$ cat src/rtl/epsc_pkg.sv
package epsc_pkg;

  // Operation codes of an input item
  localparam logic [1:0] OP_EDGE_A = 2'd0;
  localparam logic [1:0] OP_EDGE_B = 2'd1;
  localparam logic [1:0] OP_TICK   = 2'd2;

  // Configuration register indexes
  localparam int unsigned CFG_IDX_W = 3;
  localparam logic [CFG_IDX_W-1:0] CFG_P_GAIN         = 3'd0;
  localparam logic [CFG_IDX_W-1:0] CFG_I_GAIN         = 3'd1;
  localparam logic [CFG_IDX_W-1:0] CFG_D_GAIN         = 3'd2;
  localparam logic [CFG_IDX_W-1:0] CFG_COUNT_TO_SPEED = 3'd3;
  localparam logic [CFG_IDX_W-1:0] CFG_SPEED_TO_COUNT = 3'd4;

  // Reset value of both scale factors: 1.0 in Q16.16
  localparam logic [31:0] SCALE_ONE = 32'h0001_0000;

  // Saturation limits
  localparam logic signed [15:0] SPEED_MAX = 16'sh7FFF;
  localparam logic signed [15:0] SPEED_MIN = -16'sh8000;
  localparam logic signed [31:0] ERR_MAX   = 32'sh7FFF_FFFF;
  localparam logic signed [31:0] ERR_MIN   = -32'sh8000_0000;
  localparam logic signed [39:0] SUM_MAX   = 40'sh7F_FFFF_FFFF;
  localparam logic signed [39:0] SUM_MIN   = -40'sh80_0000_0000;
  localparam logic [7:0]         DUTY_MAX  = 8'd255;

  // Operand selects of the shared multiplier
  localparam logic [2:0] MUL_SPD = 3'd0;
  localparam logic [2:0] MUL_ERR = 3'd1;
  localparam logic [2:0] MUL_P   = 3'd2;
  localparam logic [2:0] MUL_D   = 3'd3;
  localparam logic [2:0] MUL_ILO = 3'd4;
  localparam logic [2:0] MUL_IHI = 3'd5;

  // Accumulator operations
  localparam logic [1:0] ACC_HOLD   = 2'd0;
  localparam logic [1:0] ACC_LOAD   = 2'd1;
  localparam logic [1:0] ACC_ADD    = 2'd2;
  localparam logic [1:0] ACC_ADD_HI = 2'd3;

  typedef struct packed {
    logic [1:0]         operation;
    logic               level_a;
    logic               level_b;
    logic signed [15:0] target_speed;
  } epsc_in_t;

  typedef struct packed {
    logic               direction;
    logic [7:0]         duty;
    logic signed [15:0] speed;
    logic signed [31:0] position;
  } epsc_out_t;

  // Commands from the controller to the datapath
  typedef struct packed {
    logic       ld_edge;
    logic       ld_target;
    logic       ld_last;
    logic [2:0] mul_sel;
    logic       ld_speed;
    logic       ld_err;
    logic       upd_sum;
    logic       upd_prev;
    logic [1:0] acc_op;
    logic       ld_drive;
    logic       ld_out;
  } epsc_cmd_t;

endpackage

$ cat src/rtl/encoder_pid_speed_controller.sv
// An encoder edge goes from accept straight to the emit step; a control tick
// passes through a drive step before emit, paced by one shared 33x33 multiplier
// that forms speed, error, P, D and the two halves of the I product in turn.
// A new edge or tick is taken only in idle, once the last result has been emitted.
// Reset (rst_n low, synchronous): position, speed, error history and drive clear,
// direction forward, gains zero, both scale factors 1.0; config is always ready.
module encoder_pid_speed_controller import epsc_pkg::*; (
  input  logic                 clk,
  input  logic                 rst_n,
  input  logic                 in_valid,
  output logic                 in_stall,
  input  epsc_in_t             in_data,
  output logic                 out_valid,
  input  logic                 out_stall,
  output epsc_out_t            out_data,
  input  logic                 cfg_valid,
  output logic                 cfg_ready,
  input  logic [CFG_IDX_W-1:0] cfg_index,
  input  logic [31:0]          cfg_data
);

  epsc_cmd_t cmd;

  assign cfg_ready = 1'b1;

  epsc_ctrl u_ctrl (
    .clk       (clk),
    .rst_n     (rst_n),
    .in_valid  (in_valid),
    .in_op     (in_data.operation),
    .in_stall  (in_stall),
    .out_stall (out_stall),
    .out_valid (out_valid),
    .cmd       (cmd)
  );

  epsc_dpath u_dpath (
    .clk       (clk),
    .rst_n     (rst_n),
    .cfg_we    (cfg_valid && cfg_ready),
    .cfg_index (cfg_index),
    .cfg_data  (cfg_data),
    .in_data   (in_data),
    .cmd       (cmd),
    .out_data  (out_data)
  );

endmodule

$ cat src/rtl/epsc_ctrl.sv
module epsc_ctrl import epsc_pkg::*; (
  input  logic       clk,
  input  logic       rst_n,
  input  logic       in_valid,
  input  logic [1:0] in_op,
  output logic       in_stall,
  input  logic       out_stall,
  output logic       out_valid,
  output epsc_cmd_t  cmd
);

  localparam logic [3:0] S_IDLE    = 4'd0;
  localparam logic [3:0] S_SPD     = 4'd1;
  localparam logic [3:0] S_ERR_MUL = 4'd2;
  localparam logic [3:0] S_ERR     = 4'd3;
  localparam logic [3:0] S_P       = 4'd4;
  localparam logic [3:0] S_D       = 4'd5;
  localparam logic [3:0] S_ILO     = 4'd6;
  localparam logic [3:0] S_IHI     = 4'd7;
  localparam logic [3:0] S_ACC     = 4'd8;
  localparam logic [3:0] S_DRIVE   = 4'd9;
  localparam logic [3:0] S_EMIT    = 4'd10;

  logic [3:0] state_r, state_nxt;
  logic       out_valid_r, out_valid_nxt;
  logic       accept;
  logic       out_free;

  assign in_stall  = (state_r != S_IDLE);
  assign accept    = in_valid && !in_stall;
  assign out_free  = !out_valid_r || !out_stall;
  assign out_valid = out_valid_r;

  // Sequence one item through the datapath
  always_comb begin
    state_nxt     = state_r;
    cmd           = '0;
    cmd.mul_sel   = MUL_SPD;
    cmd.acc_op    = ACC_HOLD;
    unique case (state_r)
      S_IDLE: begin
        if (accept) begin
          unique case (in_op)
            OP_EDGE_A, OP_EDGE_B: begin
              cmd.ld_edge = 1'b1;
              state_nxt   = S_EMIT;
            end
            OP_TICK: begin
              cmd.ld_target = 1'b1;
              cmd.ld_last   = 1'b1;
              state_nxt     = S_SPD;
            end
            default: state_nxt = S_EMIT;
          endcase
        end
      end
      S_SPD: begin
        cmd.ld_speed = 1'b1;
        state_nxt    = S_ERR_MUL;
      end
      S_ERR_MUL: begin
        cmd.mul_sel = MUL_ERR;
        state_nxt   = S_ERR;
      end
      S_ERR: begin
        cmd.ld_err = 1'b1;
        state_nxt  = S_P;
      end
      S_P: begin
        cmd.mul_sel = MUL_P;
        cmd.upd_sum = 1'b1;
        state_nxt   = S_D;
      end
      S_D: begin
        cmd.mul_sel  = MUL_D;
        cmd.acc_op   = ACC_LOAD;
        cmd.upd_prev = 1'b1;
        state_nxt    = S_ILO;
      end
      S_ILO: begin
        cmd.mul_sel = MUL_ILO;
        cmd.acc_op  = ACC_ADD;
        state_nxt   = S_IHI;
      end
      S_IHI: begin
        cmd.mul_sel = MUL_IHI;
        cmd.acc_op  = ACC_ADD;
        state_nxt   = S_ACC;
      end
      S_ACC: begin
        cmd.acc_op = ACC_ADD_HI;
        state_nxt  = S_DRIVE;
      end
      S_DRIVE: begin
        cmd.ld_drive = 1'b1;
        state_nxt    = S_EMIT;
      end
      S_EMIT: begin
        if (out_free) begin
          cmd.ld_out = 1'b1;
          state_nxt  = S_IDLE;
        end
      end
      default: state_nxt = S_IDLE;
    endcase
  end

  // Hold the result until the downstream side takes it
  always_comb begin
    out_valid_nxt = out_valid_r;
    if (state_r == S_EMIT && out_free) begin
      out_valid_nxt = 1'b1;
    end else if (out_valid_r && !out_stall) begin
      out_valid_nxt = 1'b0;
    end
  end

  always_ff @(posedge clk) begin
    if (!rst_n) begin
      state_r     <= S_IDLE;
      out_valid_r <= 1'b0;
    end else begin
      state_r     <= state_nxt;
      out_valid_r <= out_valid_nxt;
    end
  end

`ifndef NO_ASSERTIONS
  a_valid_from_emit: assert property (@(posedge clk) disable iff (!rst_n)
    $rose(out_valid_r) |-> $past(state_r) == S_EMIT)
    else $error("result raised outside the emit step");

  a_tick_starts: assert property (@(posedge clk) disable iff (!rst_n)
    (accept && in_op == OP_TICK) |=> state_r == S_SPD)
    else $error("tick did not start the speed step");

  a_edge_emits: assert property (@(posedge clk) disable iff (!rst_n)
    (accept && (in_op == OP_EDGE_A || in_op == OP_EDGE_B)) |=> state_r == S_EMIT)
    else $error("edge transaction did not go straight to emit");

  a_emit_done: assert property (@(posedge clk) disable iff (!rst_n)
    (state_r == S_EMIT && out_free) |=> (out_valid_r && state_r == S_IDLE))
    else $error("emit did not present the result and return to idle");
`endif

endmodule

$ cat src/rtl/epsc_dpath.sv
module epsc_dpath import epsc_pkg::*; (
  input  logic                 clk,
  input  logic                 rst_n,
  input  logic                 cfg_we,
  input  logic [CFG_IDX_W-1:0] cfg_index,
  input  logic [31:0]          cfg_data,
  input  epsc_in_t             in_data,
  input  epsc_cmd_t            cmd,
  output epsc_out_t            out_data
);

  // Configuration registers
  logic signed [15:0] p_gain_r, i_gain_r, d_gain_r;
  logic [31:0]        c2s_r, s2c_r;

  // Controller state
  logic signed [31:0] pos_r, last_r;
  logic signed [15:0] speed_r, speed_nxt;
  logic signed [15:0] target_r;
  logic signed [31:0] err_r, err_nxt, prev_r;
  logic signed [39:0] sum_r, sum_nxt;
  logic               dir_r, dir_nxt;
  logic [7:0]         duty_r, duty_nxt;

  // Multiplier and accumulator
  logic signed [32:0] mul_a, mul_b;
  logic signed [65:0] mul_p;
  logic signed [63:0] prod_r;
  logic signed [57:0] acc_r, acc_nxt;

  logic signed [31:0] diff;
  logic signed [16:0] serr;
  logic signed [32:0] derr;
  logic signed [32:0] p_ext, i_ext, d_ext;
  logic               same, up;
  logic signed [63:0] spd_b, err_b;
  logic signed [47:0] spd_q;
  logic signed [55:0] err_q;
  logic signed [40:0] sum_s;
  logic signed [57:0] u_b;
  logic signed [41:0] u_q, u_mag;
  epsc_out_t          out_r;

  assign diff  = pos_r - last_r;
  assign serr  = {target_r[15], target_r} - {speed_r[15], speed_r};
  assign derr  = {err_r[31], err_r} - {prev_r[31], prev_r};
  assign p_ext = {{17{p_gain_r[15]}}, p_gain_r};
  assign i_ext = {{17{i_gain_r[15]}}, i_gain_r};
  assign d_ext = {{17{d_gain_r[15]}}, d_gain_r};

  // Select multiplier operands
  always_comb begin
    unique case (cmd.mul_sel)
      MUL_SPD: begin
        mul_a = {diff[31], diff};
        mul_b = {1'b0, c2s_r};
      end
      MUL_ERR: begin
        mul_a = {{16{serr[16]}}, serr};
        mul_b = {1'b0, s2c_r};
      end
      MUL_P: begin
        mul_a = p_ext;
        mul_b = {err_r[31], err_r};
      end
      MUL_D: begin
        mul_a = d_ext;
        mul_b = derr;
      end
      MUL_ILO: begin
        mul_a = i_ext;
        mul_b = {13'b0, sum_r[19:0]};
      end
      MUL_IHI: begin
        mul_a = i_ext;
        mul_b = {{13{sum_r[39]}}, sum_r[39:20]};
      end
      default: begin
        mul_a = '0;
        mul_b = '0;
      end
    endcase
  end

  assign mul_p = mul_a * mul_b;

  // Speed: truncate toward zero, drop 16 fraction bits, saturate
  assign spd_b = prod_r + (prod_r[63] ? 64'sd65535 : 64'sd0);
  assign spd_q = spd_b[63:16];
  always_comb begin
    if (spd_q[47:15] != {33{spd_q[47]}}) begin
      speed_nxt = spd_q[47] ? SPEED_MIN : SPEED_MAX;
    end else begin
      speed_nxt = spd_q[15:0];
    end
  end

  // Error: truncate toward zero, drop 8 bits, saturate
  assign err_b = prod_r + (prod_r[63] ? 64'sd255 : 64'sd0);
  assign err_q = err_b[63:8];
  always_comb begin
    if (err_q[55:31] != {25{err_q[55]}}) begin
      err_nxt = err_q[55] ? ERR_MIN : ERR_MAX;
    end else begin
      err_nxt = err_q[31:0];
    end
  end

  // Integral: saturating add
  assign sum_s = {sum_r[39], sum_r} + {{9{err_r[31]}}, err_r};
  always_comb begin
    if (sum_s[40] != sum_s[39]) begin
      sum_nxt = sum_s[40] ? SUM_MIN : SUM_MAX;
    end else begin
      sum_nxt = sum_s[39:0];
    end
  end

  // Accumulate the three terms
  always_comb begin
    unique case (cmd.acc_op)
      ACC_HOLD:   acc_nxt = acc_r;
      ACC_LOAD:   acc_nxt = prod_r[57:0];
      ACC_ADD:    acc_nxt = acc_r + prod_r[57:0];
      ACC_ADD_HI: acc_nxt = acc_r + {prod_r[37:0], 20'b0};
      default:    acc_nxt = acc_r;
    endcase
  end

  // Drive: truncate toward zero, split sign and clamped magnitude
  assign u_b   = acc_r + (acc_r[57] ? 58'sd65535 : 58'sd0);
  assign u_q   = u_b[57:16];
  assign u_mag = u_q[41] ? -u_q : u_q;
  always_comb begin
    dir_nxt  = !u_q[41];
    duty_nxt = (|u_mag[41:8]) ? DUTY_MAX : u_mag[7:0];
  end

  assign same = (in_data.level_a == in_data.level_b);
  assign up   = (in_data.operation == OP_EDGE_A) ? same : !same;

  // Configuration writes
  always_ff @(posedge clk) begin
    if (!rst_n) begin
      p_gain_r <= '0;
      i_gain_r <= '0;
      d_gain_r <= '0;
      c2s_r    <= SCALE_ONE;
      s2c_r    <= SCALE_ONE;
    end else if (cfg_we) begin
      unique case (cfg_index)
        CFG_P_GAIN:         p_gain_r <= cfg_data[15:0];
        CFG_I_GAIN:         i_gain_r <= cfg_data[15:0];
        CFG_D_GAIN:         d_gain_r <= cfg_data[15:0];
        CFG_COUNT_TO_SPEED: c2s_r    <= cfg_data;
        CFG_SPEED_TO_COUNT: s2c_r    <= cfg_data;
        default: ;
      endcase
    end
  end

  // Encoder and controller state
  always_ff @(posedge clk) begin
    if (!rst_n) begin
      pos_r   <= '0;
      last_r  <= '0;
      speed_r <= '0;
      err_r   <= '0;
      prev_r  <= '0;
      sum_r   <= '0;
      acc_r   <= '0;
      dir_r   <= 1'b1;
      duty_r  <= '0;
    end else begin
      if (cmd.ld_edge) begin
        pos_r <= up ? pos_r + 32'sd1 : pos_r - 32'sd1;
      end
      if (cmd.ld_last) begin
        last_r <= pos_r;
      end
      if (cmd.ld_speed) begin
        speed_r <= speed_nxt;
      end
      if (cmd.ld_err) begin
        err_r <= err_nxt;
      end
      if (cmd.upd_sum) begin
        sum_r <= sum_nxt;
      end
      if (cmd.upd_prev) begin
        prev_r <= err_r;
      end
      acc_r <= acc_nxt;
      if (cmd.ld_drive) begin
        dir_r  <= dir_nxt;
        duty_r <= duty_nxt;
      end
    end
  end

  // Payload registers
  always_ff @(posedge clk) begin
    prod_r <= mul_p[63:0];
    if (cmd.ld_target) begin
      target_r <= in_data.target_speed;
    end
    if (cmd.ld_out) begin
      out_r.direction <= dir_r;
      out_r.duty      <= duty_r;
      out_r.speed     <= speed_r;
      out_r.position  <= pos_r;
    end
  end

  assign out_data = out_r;

endmodule
$ cat config.mk
export PLATFORM = sky130hd
export DESIGN_NAME = encoder_pid_speed_controller
export DESIGN_NICKNAME = d
export VERILOG_FILES = /design/src/rtl/epsc_pkg.sv /design/src/rtl/encoder_pid_speed_controller.sv /design/src/rtl/epsc_ctrl.sv /design/src/rtl/epsc_dpath.sv
export SDC_FILE = /design/constraint.sdc
export NUM_CORES = 2
export LEC_CHECK = 0
export ABC_CLOCK_PERIOD_IN_PS = 11800
export CAP_MARGIN = 15
export CORE_MARGIN = 2
export CORE_UTILIZATION = 45
export DETAILED_ROUTE_END_ITERATION = 8
export DONT_BUFFER_PORTS = 1
export SETUP_SLACK_MARGIN = 0.05
export SYNTH_ARGS = -nofsm -noshare
export SYNTH_HDL_FRONTEND = slang
export SYNTH_SLANG_ARGS = --single-unit
$ cat constraint.sdc
create_clock -name clk -period 11.8 [get_ports clk]
set_clock_uncertainty 0.05 [all_clocks]
set_input_delay 1.18 -clock clk [delete_from_list [all_inputs] [get_ports clk]]
set_output_delay 1.18 -clock clk [all_outputs]
set_load 0.005 [all_outputs]
# After elaboration in Yosys (flattened, before gate mapping)
# Cells that the tools add are included.
# classes
addsub,12
multipliers,1
n_eq_ne,30
mux,35
n_reduce_logical,26
# ops
op,n
$pmux W33 S6,1
$add A58 B58 Y58,3
$pmux W58 S3,1
$pmux W33 S5,1
$add A64 B64 Y64,2
$mux W32,3
$mux W40,2
$mul A33 B33 Y64,1
$mux W16,4
$pmux W4 S11,1
$mux W42,1
$neg A42 Y42,1
$add A40 B32 Y41,1
$reduce_or A34 Y1,1
$sub A32 B32 Y33,1
$add A32 B2 Y32 const B,1
$ne A32 B32 Y1,1
$sub A32 B2 Y32 const B,1
$sub A32 B32 Y32,1
$ne A24 B24 Y1,1
$sub A16 B16 Y17,1
$eq A4 B3 Y1 const B,4
$mux W8,2
$pmux W3 S5,1
other kinds (26),67
# word_totals
regBits,505
inputBits,60
elab_cells,126

# Depth between registers and ports, before layout
# logic_depth
depth_word,6
ltp_mapped,48

# By module
# A second synthesis with hierarchy kept.
# unflattened
cells_unflattened,8570
hier_area_um2,72373.2
# by_module_without_submodules
mod,instances,cells_per_inst,area_per_inst_um2,seq_area_each_um2
epsc_dpath,1,8508,71922.7,10740.3
epsc_ctrl,1,60,439.2,100.1
encoder_pid_speed_controller,1,2,11.3,0.0

# Least setup slack after synthesis
# OpenSTA, ideal clock, no wires.
# synth_path
kind,reg-to-reg
startpoint,register u_dpath.last_r[10]
endpoint,register u_dpath.prod_r[60]
arrival_ns,10.677
required_time_ns,11.678
setup_slack_ns,1.001
stages_incl_launch_ff,44
n_path_buf,1
period_less_slack_ns,10.799
path_cell_list,dfxtp_1 inv_1 ha_1 o21a_1 o21ai_0 nor2_1 a221o_1 or3b_2 o21a_1 a311oi_1 o31a_1 nor2b_1 o41a_1 a21oi_1 xnor2_1 a21o_1 clkbuf_1 nand2_1 [... 8 more ...] inv_1 fa_1 inv_1 ha_1 a21o_1 a21o_1 a21o_1 a21oi_1 nor2b_1 o21ai_0 nand3b_1 o211ai_1 nand3b_1 a211o_1 a221o_1 a21o_1 a21oi_1 xnor2_1
# synth_via
elab_chain_cells,3
# synth_rtl
element,line,source
start: declaration,epsc_dpath.sv:17,"logic signed [31:0] pos_r, last_r;"
start signal: assignment,epsc_dpath.sv:179,last_r <= pos_r;
$sub A32 B32 Y32,epsc_dpath.sv:44,assign diff = pos_r - last_r;
$pmux W33 S5,epsc_dpath.sv:53,unique case (cmd.mul_sel)
$mul A33 B33 Y64,epsc_dpath.sv:85,assign mul_p = mul_a * mul_b;
net u_dpath.mul_p[60],epsc_dpath.sv:27,logic signed [65:0] mul_p;
end signal: assignment,epsc_dpath.sv:203,prod_r <= mul_p[63:0];
end: declaration,epsc_dpath.sv:28,logic signed [63:0] prod_r;
# The timed path passes the listed nets, and every way through them passes these cells.
# A chain may end at the register's enable or synchronous reset.

# Final worst setup path
# layout_path
startpoint,register u_dpath.target_r[1]
endpoint,register u_dpath.prod_r[60]
# layout_via
elab_chain_cells,3
# layout_rtl
element,line,source
start: declaration,epsc_dpath.sv:19,logic signed [15:0] target_r;
start signal: assignment,epsc_dpath.sv:205,target_r <= in_data.target_speed;
$sub A16 B16 Y17,epsc_dpath.sv:45,"assign serr = {target_r[15], target_r} - {speed_r[15], speed_r};"
$pmux W33 S5,epsc_dpath.sv:53,
$mul A33 B33 Y64,epsc_dpath.sv:85,
net u_dpath.mul_p[60],epsc_dpath.sv:27,
# The timed path passes the listed nets, and every way through them passes these cells.

==> impl_metrics.prom <==
# TYPE chip_impl_metric gauge
chip_impl_metric{name="clkTransAtPathRegs",unit="ps"} 60
chip_impl_metric{name="synth_enable_flop_cells",unit=""} 73
chip_impl_metric{name="grt_antenna_before_repair",unit=""} 7
chip_impl_metric{name="dieHeight",unit="µm"} 404
chip_impl_metric{name="slew_headroom",unit="%"} 15.1
chip_impl_metric{name="synth_fp_nets",unit=""} 10309
chip_impl_info{name="ys_top_cells_by_count",value="sky130_fd_sc_hd__nand2_1, sky130_fd_sc_hd__inv_1, sky130_fd_sc_hd__fa_1"} 1
chip_impl_metric{name="grt_first_pass_wirelength",unit="µm"} 385000
chip_impl_info{name="leading_cell_type_by_number_of_instances_after_synthesis",value="sky130_fd_sc_hd__nand2_1"} 1
chip_impl_metric{name="min_period",unit="ps"} 11300
chip_impl_metric{name="postSynthCellCount",unit=""} 8648
chip_impl_metric{name="crit_fanout",unit=""} 8
chip_impl_metric{name="synth.lib_cells_used.distinct",unit=""} 98
chip_impl_info{name="timing.setup.critical_path_class",value="reg -> reg"} 1
chip_impl_metric{name="worst_path_buffer_plus_inverter_count",unit=""} 6
chip_impl_metric{name="hold-worst-slack",unit="ps"} 382
chip_impl_metric{name="floorplan.core_area",unit="µm²"} 159000
chip_impl_metric{name="postSynthAreaPerCell",unit="µm²"} 8.34
chip_impl_metric{name="drt_iter0_drc",unit=""} 6408
chip_impl_info{name="status",value="completed"} 1
chip_impl_metric{name="grt.total_usage",unit="%"} 30.8
chip_impl_info{name="largest_cells_by_area_after_synthesis",value="sky130_fd_sc_hd__fa_1, sky130_fd_sc_hd__dfxtp_1, sky130_fd_sc_hd__ha_1"} 1
chip_impl_info{name="most_frequent_cell_on_the_critical_path",value="sky130_fd_sc_hd__a21o_1"} 1
chip_impl_metric{name="synth_sequential_area_ratio",unit="%"} 15.0
chip_impl_metric{name="starting_density_of_the_core",unit="%"} 45.4
chip_impl_metric{name="setup_viol",unit=""} 0
chip_impl_metric{name="hold_viol",unit=""} 0
chip_impl_metric{name="dieWidth",unit="µm"} 404
chip_impl_info{name="cp_slowest_cell",value="sky130_fd_sc_hd__fa_1"} 1
chip_impl_info{name="yosys_most_used_dff",value="sky130_fd_sc_hd__dfxtp_1"} 1
chip_impl_metric{name="ys_seq_elements",unit=""} 505
chip_impl_info{name="startpoint_type",value="flop"} 1
chip_impl_metric{name="routed_wirelength",unit="µm"} 253000
chip_impl_metric{name="drt-pass1-iter-count",unit=""} 6
chip_impl_metric{name="tightestPinTransition",unit="ps"} 1270
chip_impl_metric{name="cp.depth",unit=""} 44
chip_impl_metric{name="via_count_of_the_first_global_routing_pass",unit=""} 62132
chip_impl_metric{name="maxClockFrequency",unit="MHz"} 88.5
chip_impl_metric{name="gpl.final_weighted_congestion",unit=""} 0.961
chip_impl_metric{name="maximum_buffer_depth_of_the_clock_tree",unit=""} 3
chip_impl_metric{name="hold_path_depth",unit=""} 0
chip_impl_metric{name="io_buffer_count",unit=""} 0
chip_impl_metric{name="power.ir.vdd_worst",unit="V"} 0.000171
chip_impl_metric{name="clock-sinks",unit=""} 505
chip_impl_metric{name="net_count_final",unit=""} 10208
chip_impl_metric{name="dr_total_vias",unit=""} 62297
chip_impl_info{name="timing.hold.worst.class",value="reg -> reg"} 1
chip_impl_metric{name="maximum_level_of_the_cts_h_tree",unit=""} 2
chip_impl_metric{name="clk_latency",unit="ps"} 700
chip_impl_metric{name="route.detailed.vias_per_inst",unit=""} 5.84
chip_impl_metric{name="route.detailed.wl_per_inst",unit="µm"} 23.7
chip_impl_metric{name="ys_async_sr_fraction",unit="%"} 0
chip_impl_metric{name="share_of_final_layout_standard_cells_stronger_than_drive_strength_1",unit="%"} 5.98
chip_impl_metric{name="reg2regPathDepth",unit=""} 44
chip_impl_metric{name="mappedNetlistArea",unit="µm²"} 72100
chip_impl_metric{name="placement_rows",unit=""} 146
chip_impl_metric{name="finalMaxSlewViolations",unit=""} 0
chip_impl_info{name="timing.critical_path.to_type",value="flop"} 1
chip_impl_metric{name="finalCritPeriodShare",unit="%"} 95.7
chip_impl_info{name="critPathTopFamily",value="compound AO/OA/AOI/OAI gates"} 1
chip_impl_info{name="yosysTopAreaCell",value="sky130_fd_sc_hd__fa_1"} 1
chip_impl_metric{name="powerDensity",unit="nW/µm²"} 212
chip_impl_info{name="cts-root-buf",value="sky130_fd_sc_hd__clkbuf_16"} 1
chip_impl_metric{name="number_of_maximum_capacitance_violations",unit=""} 0
chip_impl_metric{name="globalRouteOverflowTotal",unit=""} 0
chip_impl_metric{name="final.setup.tns",unit="ps"} 0
chip_impl_metric{name="fp.dieArea",unit="µm²"} 163000
chip_impl_info{name="tritoncts",value="built"} 1
chip_impl_metric{name="max_stage_delay",unit="ps"} 550
chip_impl_metric{name="ys.warnings.count",unit=""} 0
chip_impl_metric{name="post-synth-top-area-fraction",unit="%"} 30.9
chip_impl_metric{name="post-dp-hpwl",unit="µm"} 197000
chip_impl_metric{name="drtAntennaViolNets",unit=""} 0
chip_impl_info{name="rsz0062_at_grt",value="false"} 1
chip_impl_metric{name="cts_made_buffers",unit=""} 59
chip_impl_metric{name="syn_to_final_growth",unit="%"} 7.99
chip_impl_metric{name="grt_max_degree",unit=""} 86
chip_impl_metric{name="drc",unit=""} 0
chip_impl_metric{name="floorplan.io_pins",unit=""} 120
chip_impl_metric{name="cp.required",unit="ps"} 12310
chip_impl_metric{name="crit_arrival",unit="ps"} 11810
chip_impl_metric{name="total_leakage_power",unit="µW"} 0.0355
[layout by cell type (no fill, tap or decap), drive strengths merged, types with 17 or more instances in the layout]
master	count
o21ai	279
mux2i	25
nor4	36
a31oi	53
a211oi	57
edfxtp	73
nand2	1435
fa	1112
a21o	168
and2	105
nand2b	58
and4	18
or2	22
a221oi	46
nand4	59
xnor2	236
nand3	127
o21a	55
a221o	35
clkinv	18
o21bai	46
inv	1292
clkbuf	82
nor3	115
xor2	119
o22ai	31
maj3	31
or3	43
and3	61
o211ai	35
nor2	562
a22oi	47
ha	489
nor2b	62
a21oi	591
buf	271
a211o	17
o31ai	21
dfxtp	432
[final timing paths]
check / startpoint / slack [ps] / endpoint
min reg2reg: u_dpath.dir_r / 380 / u_dpath.out_data[56]
max reg2reg: u_dpath.target_r[1] / 500 / u_dpath.prod_r[60]
min: u_dpath.dir_r / 380 / u_dpath.out_data[56]
max: u_dpath.target_r[1] / 500 / u_dpath.prod_r[60]
[stage by stage]
stage                     power, µW  area [µm²]  setup slack, ps  util [%]  cells
final                         16500       77800              503      49.0  10667
after global routing          17800       77800             20.5      49.0  10666
after CTS                     16300       77500             63.4      48.8  10650
after detailed placement      14300       75400              133      47.5  10542
after global placement        14100       75400              261      47.5  10540
after floorplan               10300       72100             1000         -   8648
[flip-flops by register name (all words and copies together) (netlist names)]
register,cells
u_dpath.duty_r,8
u_dpath.sum_r,40
u_dpath.p_gain_r,16
u_dpath.prod_r,64
u_dpath.c2s_r,32
u_ctrl.out_valid,1
u_dpath.last_r,32
u_dpath.speed_r,16
u_dpath.s2c_r,32
u_dpath.d_gain_r,16
u_dpath.dir_r,1
u_dpath.err_r,32
u_dpath.i_gain_r,16
u_dpath.prev_r,32
u_ctrl.state_r,4
u_dpath.out_data,57
u_dpath.target_r,16
u_dpath.pos_r,32
u_dpath.acc_r,58
[per-layer routing]
metal	global-route usage [%]	share of wire [%]	vias to the layer above
met5	0	0.017	-
met4	11.7	4.3	6
met3	5.44	9.4	516
met2	47.6	44	2888
met1	43.1	43	31011
li1	-	-	27876
[kinds of logic (layout without fill, tap and decap cells)]
logic type,after synthesis,count (layout),synth area share [%]
compound gates,1642,1642,14.6
xor+xnor,356,356,4.34
fa+ha+maj,1632,1632,39.8
buf+inv,1731,1677,9.05
flops,505,505,15.0
mux,25,25,0.347
other cells,1,2,0.00520
simple gates,2756,2756,16.8
[worst register-to-register path: cells and delay by family (launching register included)]
family                     cells  cell delay [ps]
buffers and inverters          6              530
xor gates and xnor gates       1              140
and+or+nand+nor                4              450
adders and majority gates     10             4610
AOI/OAI and AO/OA             23             5000
DFF                            1              390
[report_power, final]
group / switching, µW / internal [µW] / leakage, µW
combinational: 7550 / 4490 / 0.0303
sequential: 472 / 2020 / 0.00420
clock: 834 / 1110 / 0.000982
[repair_timing]
| action | CTS | global route |
|---|---|---|
| hold buffers | 0 | 0 |
| setup buffers | 0 | 13 |
| gates resized for setup | 0 | 66 |
| endpoints found under the setup margin | 0 | 19 |
[final cells by class]
cell class | instances | area [µm²]
clock buffer | 79 | 1680
tap | 2072 | 2590
inverter | 1295 | 4880
sequential | 505 | 10800
fill | 15264 | 80900
clock inverter | 29 | 353
timing repair buffer | 274 | 2310
multi-input combinational | 6412 | 55200
antenna | 1 | 2.50
Power figures use the tool's default switching activity.
